File: config.mk
export PLATFORM = sky130hd
export DESIGN_NAME = egdr_ctrl
export DESIGN_NICKNAME = d
export VERILOG_FILES = /design/src/egdr_pkg.sv /design/src/egdr_ctrl.sv
export SDC_FILE = /design/constraint.sdc
export NUM_CORES = 1
export LEC_CHECK = 0
export CELL_PAD_IN_SITES_DETAIL_PLACEMENT = 0
export CELL_PAD_IN_SITES_GLOBAL_PLACEMENT = 1
export CORE_AREA = 2 2 39 41
export DETAILED_ROUTE_END_ITERATION = 6
export DIE_AREA = 0 0 41 43
export DONT_BUFFER_PORTS = 1
export PLACE_DENSITY_LB_ADDON = 0.1
export SLEW_MARGIN = 15
export SYNTH_ARGS = -nofsm -noshare
export SYNTH_HDL_FRONTEND = slang
export SYNTH_SLANG_ARGS = --single-unit
File: constraint.sdc
create_clock -name clk -period 1.5 [get_ports clk]
set_input_delay 0.15 -clock clk [delete_from_list [all_inputs] [get_ports clk]]
set_output_delay 0.15 -clock clk [all_outputs]
set_load 0.02 [all_outputs]
File: src/egdr_pkg.sv
// Shared types, constants and the quarter-wave sine generator for the dead-reckoning core.
`default_nettype none
package egdr_pkg;

  localparam int CFG_IDX_W  = 2;
  localparam int CFG_DATA_W = 24;
  localparam int COUNT_W    = 32;
  localparam int YAW_W      = 9;
  localparam int SCALE_W    = 24;
  localparam int SPLIT_W    = 28;

  localparam logic [CFG_IDX_W-1:0] CFG_YAW_OFFSET     = 2'd0;
  localparam logic [CFG_IDX_W-1:0] CFG_DISTANCE_SCALE = 2'd1;

  localparam logic [SCALE_W-1:0] SCALE_RESET = 24'd65536;

  localparam int DEG_45  = 45;
  localparam int DEG_90  = 90;
  localparam int DEG_180 = 180;
  localparam int DEG_360 = 360;

  localparam int QUARTER_ENTRIES = 91;
  localparam longint unsigned PI_Q30 = 64'd3373259426;

  typedef enum logic [2:0] {
    ST_IDLE,
    ST_LOOK,
    ST_MUL1,
    ST_SUM,
    ST_MUL2,
    ST_ROT,
    ST_ACC,
    ST_POS
  } state_t;

  typedef struct packed {
    logic load;
    logic look;
    logic mul1;
    logic sum;
    logic mul2;
    logic rot;
    logic acc;
    logic commit;
  } cmd_t;

  // sin(k deg), k in 0..90, Taylor series in Q30, rounded half up to frac bits
  function automatic logic [31:0] quarter_sine(input int unsigned k, input int unsigned frac);
    logic [63:0] x;
    logic [63:0] x2;
    logic [63:0] term;
    logic [63:0] rnd;
    longint      acc;
    int unsigned n;
    x    = (64'(k) * PI_Q30 + 64'd90) / 64'd180;
    x2   = (x * x) >> 30;
    term = x;
    acc  = longint'(x);
    for (n = 1; n <= 9; n++) begin
      term = ((term * x2) >> 30) / 64'((2 * n) * (2 * n + 1));
      if (n[0]) begin
        acc = acc - longint'(term);
      end else begin
        acc = acc + longint'(term);
      end
    end
    if (acc < 0) begin
      acc = 0;
    end
    rnd = (64'(acc) + (64'd1 << (29 - frac))) >> (30 - frac);
    return rnd[31:0];
  endfunction

endpackage
`default_nettype wire

File: src/egdr_ctrl.sv
// Sequencing state machine: handshakes and per-stage datapath commands.
`default_nettype none
module egdr_ctrl (
  input  wire logic          clk,
  input  wire logic          rst,
  input  wire logic          in_valid,
  output logic               in_ready,
  output logic               out_valid,
  input  wire logic          out_ready,
  output egdr_pkg::cmd_t     cmd
);

  egdr_pkg::state_t state;
  egdr_pkg::state_t state_next;

  always_ff @(posedge clk) begin
    if (rst) begin
      state     <= egdr_pkg::ST_IDLE;
      out_valid <= 1'b0;
    end else begin
      state <= state_next;
      if (cmd.commit) begin
        out_valid <= 1'b1;
      end else if (out_ready) begin
        out_valid <= 1'b0;
      end
    end
  end

  always_comb begin
    state_next = state;
    unique case (state)
      egdr_pkg::ST_IDLE: begin
        if (in_valid) state_next = egdr_pkg::ST_LOOK;
      end
      egdr_pkg::ST_LOOK: state_next = egdr_pkg::ST_MUL1;
      egdr_pkg::ST_MUL1: state_next = egdr_pkg::ST_SUM;
      egdr_pkg::ST_SUM:  state_next = egdr_pkg::ST_MUL2;
      egdr_pkg::ST_MUL2: state_next = egdr_pkg::ST_ROT;
      egdr_pkg::ST_ROT:  state_next = egdr_pkg::ST_ACC;
      egdr_pkg::ST_ACC:  state_next = egdr_pkg::ST_POS;
      egdr_pkg::ST_POS: begin
        if (!out_valid || out_ready) state_next = egdr_pkg::ST_IDLE;
      end
      default: state_next = egdr_pkg::ST_IDLE;
    endcase
  end

  always_comb begin
    cmd      = '0;
    in_ready = 1'b0;
    unique case (state)
      egdr_pkg::ST_IDLE: begin
        in_ready = 1'b1;
        cmd.load = in_valid;
      end
      egdr_pkg::ST_LOOK: cmd.look = 1'b1;
      egdr_pkg::ST_MUL1: cmd.mul1 = 1'b1;
      egdr_pkg::ST_SUM:  cmd.sum  = 1'b1;
      egdr_pkg::ST_MUL2: cmd.mul2 = 1'b1;
      egdr_pkg::ST_ROT:  cmd.rot  = 1'b1;
      egdr_pkg::ST_ACC:  cmd.acc  = 1'b1;
      egdr_pkg::ST_POS:  cmd.commit = !out_valid || out_ready;
      default: cmd = '0;
    endcase
  end

  a_load_starts: assert property (@(posedge clk) disable iff (rst)
    cmd.load |=> state == egdr_pkg::ST_LOOK)
    else $error("accepted beat did not start the sequence");

  a_pos_holds: assert property (@(posedge clk) disable iff (rst)
    (state == egdr_pkg::ST_POS && out_valid && !out_ready) |=> state == egdr_pkg::ST_POS)
    else $error("result overwritten while output beat pending");

  a_valid_from_commit: assert property (@(posedge clk) disable iff (rst)
    $rose(out_valid) |-> $past(state) == egdr_pkg::ST_POS)
    else $error("output valid raised outside commit");

  a_one_cmd: assert property (@(posedge clk) disable iff (rst)
    $onehot0(cmd))
    else $error("more than one datapath command");

endmodule
`default_nettype wire

* Yosys cells after proc, flatten, opt, wreduce, memory -nomap -nowiden
Cells that the tools add are included.
Operators by class: add/subtract/negate cells 0, $mul 0, divide/modulo/power cells 0, $lt $le $gt $ge 0, eq/ne operators 9, shift operators 0, muxes and demuxes 14, bitwise gates (word level) 0, reduce and logical (&&, ||, !) cells 5
Operator list (count):
- $pmux 3 s8 | 1
- $eq 3x3->1 const B | 4
- $mux 1 | 11
- $eq 3x2->1 const B | 2
- $mux 3 | 2
- $ne 2x2->1 const B | 2
- $eq 3x1->1 const B | 1
- $logic_not 3->1 | 1
- $reduce_and 2->1 | 1
- $reduce_bool 2->1 | 1
- $logic_not 1->1 | 1
- $logic_or 1x1->1 | 1
Storage, ports and cells: flip-flop bits (word level) 4, latch bits 0, bits in writable memories 0, bits in read-only memories 0, input bits 4, output and inout bits 10, word-level logic and storage cells 30, memories kept 0

* Logic depth before layout (Yosys ltp)
depth in word-level cells 4, mapped depth 5, depth with buffers taken out 5

* Worst setup path after synthesis
OpenSTA, ideal clock, no wires.
path kind flip-flop to output port, start point register state[0], end point output port cmd[7] (netlist name), arrival 1.227 ns, data required time 1.350 ns, slack 0.123 ns, cell stages (with the launch flop) 6, buffers on the path 0, cells stage by stage dfxtp_1 > inv_1 > ha_1 > inv_1 > nor2_1 > and2_1
RTL lines:
- from (decl) | line egdr_ctrl.sv:13 | egdr_pkg::state_t state;
- from (signal assigned) | line egdr_ctrl.sv:18 | state <= egdr_pkg::ST_IDLE;
- from (signal assigned) | line egdr_ctrl.sv:21 | state <= state_next;
- to (decl) | line egdr_ctrl.sv:10 | output egdr_pkg::cmd_t cmd

==> metrics.md <==
| Metric | Value |
|---|---|
| Outcome | `finished, final reports clean` |
| Unrepaired setup endpoints after global routing | `false` |
| Proportion of layout cells with a drive suffix above 1 | `0.289` |
| Commonest non-fill, non-tap cell in the layout | `inv_1` |
| Initial DRC count | `2` |
| Cell variety after synth | `22` |
| Final ANT Viol Nets | `0` |
| Max Cap Viol | `0` |
| Startpoint of the worst-slack reg-to-reg timing path | `state[1]$_SDFFE_PP0P_` |
| Initial Utilization | `0.244` |
| Final Setup Violations | `0` |
| # Post-CTS Setup Buffers | `0` |
| Sink Count | `4` |
| Mux cell area share after synthesis | `0` |
| Via density | `4.74` |
| Post-Syn Instances | `41` |
| H-tree Lvls | `1` |
| Number of I/O pins | `14` |
| Crit Path Max Fanout | `8` |
| Nets | `55` |
| All-Layer GR Usage | `0.0965` |
| Area Growth Syn to Fin | `18.5%` |
| Yosys reg bits | `4` |
| Gr ovfl total | `0` |
| Critical Path Source | `state[1]$_SDFFE_PP0P_` |
| Seq/Total Area, Yosys | `0.237` |
| First-pass DRT Iterations | `2` |
| CTS tree | `built` |
| Fin. Hold Viols | `0` |
| Port Buffer Count | `0` |
| Max IR drop VDD | `0.481 mV` |
| Main combinational cell family by area after synthesis | `simple AND/OR/NAND/NOR gates` |
| Area after DPL | `354 µm²` |
| Slew Limit Fails | `0` |
| Design Area, Final | `400 µm²` |
| Die Span Y | `43 µm` |
| Largest net degree at the start of global routing | `15` |
| WP data arrival | `1250 ps` |
| Mean Syn Cell Area | `8.24 µm²` |
| Xor and xnor area share after synthesis | `0` |
| Crit end category | `output port` |
| Relative slew slack | `0.703` |
| CP Data Required Time | `1350 ps` |
| Synth Area in Compound Gates | `0.189` |
| Multi-input logic area | `244 µm²` |
| Clk_lat worst skew | `230 ps` |
| Remaining DRCs | `0` |
| Dpl hpwl | `607 µm` |
| Leakage power | `0.170 nW` |
| First-pass GRT wire length | `1.12 mm` |
| Total CTS buffers | `3` |
| Pwr/cell area | `1900 nW/µm²` |
| Synth Area in Adders | `0.148` |
| Clk Tree Root Cell | `clkbuf_4` |
| Vias in the first global route | `290` |
| Initial antenna violation count | `0` |
| Yosys warning count | `0` |
| Wire per inst | `12.1 µm` |
| Core Area | `1380 µm²` |
| Total Neg Setup Slack | `0 ps` |
| Chip width | `41 µm` |
| Clk buf depth | `2` |
| Synth Net Count | `49` |
| Standard-cell row count | `14` |
| Final GP Congestion | `0.684` |
| Sequential cell area | `81.3 µm²` |
| Clk_skew | `0.0370 ps` |
| Post-Route WL | `741 µm` |
| Worst-path clk slew | `40 ps` |
| Synthesized area | `338 µm²` |
| FMAX | `0.713 GHz` |
| Final period utilization | `0.935` |
| Fill cells | `152` |
| N_diodes | `0` |
| Critical path startpoint category | `register` |
| Hold Path Class | `input pin to register` |
| Via count | `289` |
| Crit path kind | `register to output port` |
| Slew @ Worst Pin | `445 ps` |
| Simple-gate share of the synthesized area | `0.348` |
| Min-delay src | `in_valid` |
| Tmin final | `1400 ps` |
| Area of the die | `1760 µm²` |
==> cell usage after synthesis <==
library cell,count,area share
and2_2,1,0.022
nand4b_1,1,0.026
or3b_1,1,0.026
and2b_1,1,0.022
ha_1,4,0.15
and2_1,3,0.056
o21bai_1,1,0.022
a21oi_1,3,0.044
nor3b_2,1,0.037
nand3_1,1,0.015
nor3_1,1,0.015
nor2b_1,3,0.056
a221oi_1,1,0.026
dfxtp_1,4,0.24
and4b_1,1,0.030
o21ai_1,1,0.015
nand2_1,1,0.011
o211ai_2,1,0.037
inv_1,4,0.044
nor2_1,3,0.033
buf_6,1,0.033
o21ai_0,3,0.044
==> final timing paths <==
kind                                 to  slack (ps)  cells after the start
setup / recovery                 cmd[0]         100                      3
hold reg to reg   state[0]$_SDFFE_PP0P_         510                      2
setup reg to reg  state[0]$_SDFFE_PP0P_         200                      5
hold / removal    state[1]$_SDFFE_PP0P_         170                      3
==> flip-flops by register name (all words and copies together) (netlist names) <==
register   count
state          3
out_valid      1
==> logic make-up after synthesis <==
| logic type | count (synthesis) |
|---|---|
| AOI/OAI and AO/OA | 10 |
| adders and majority gates | 4 |
| buffers and inverters | 5 |
| DFF | 4 |
| and+or+nand+nor | 18 |
==> per-layer routing <==
metal  global-route usage  part of all wire
met2                0.138              0.46
met1                0.110              0.48
met4                0.100                 0
met5                    0                 0
met3               0.0157             0.061
==> layout make-up <==
type | count | share of cell area
Clock buffer | 3 | 0.0562
Inverter | 4 | 0.0375
Multi-Input combinational cell | 32 | 0.609
Sequential cell | 4 | 0.203
Tap cell | 16 | 0.0500
Timing Repair Buffer | 2 | 0.0438
==> power breakdown <==
part           total (mW)  leakage, nW  internal [mW]  switching (mW)
Clock               0.130       0.0138         0.0893          0.0408
Combinational       0.455        0.123          0.187           0.269
Sequential          0.177       0.0329          0.139          0.0375
==> critical path: stages, from the launching register on <==
cell and delay, ps:
dfxtp_1 360, ha_1 320, nand2_1 100, nor2_2 230
==> stage by stage <==
step	hold slack, ps	power [mW]	instances	worst slack (ps)	utilization
2_1_floorplan	219	0.509	41	123	-
3_3_place_gp	224	0.595	57	179	0.256
3_5_place_dp	223	0.609	57	166	0.256
4_1_cts	159	0.752	61	17.6	0.283
5_1_grt	206	0.822	61	17.9	0.289
6_report	170	0.762	61	97.1	0.289
==> what timing repair did <==
action | CTS | global route
hold endpoints to repair | 4 | 0
hold buffers | 1 | 0
endpoints found under the setup margin | 2 | 2
gates resized for setup | 2 | 5
No activity file was read; power rests on OpenSTA's default activity.
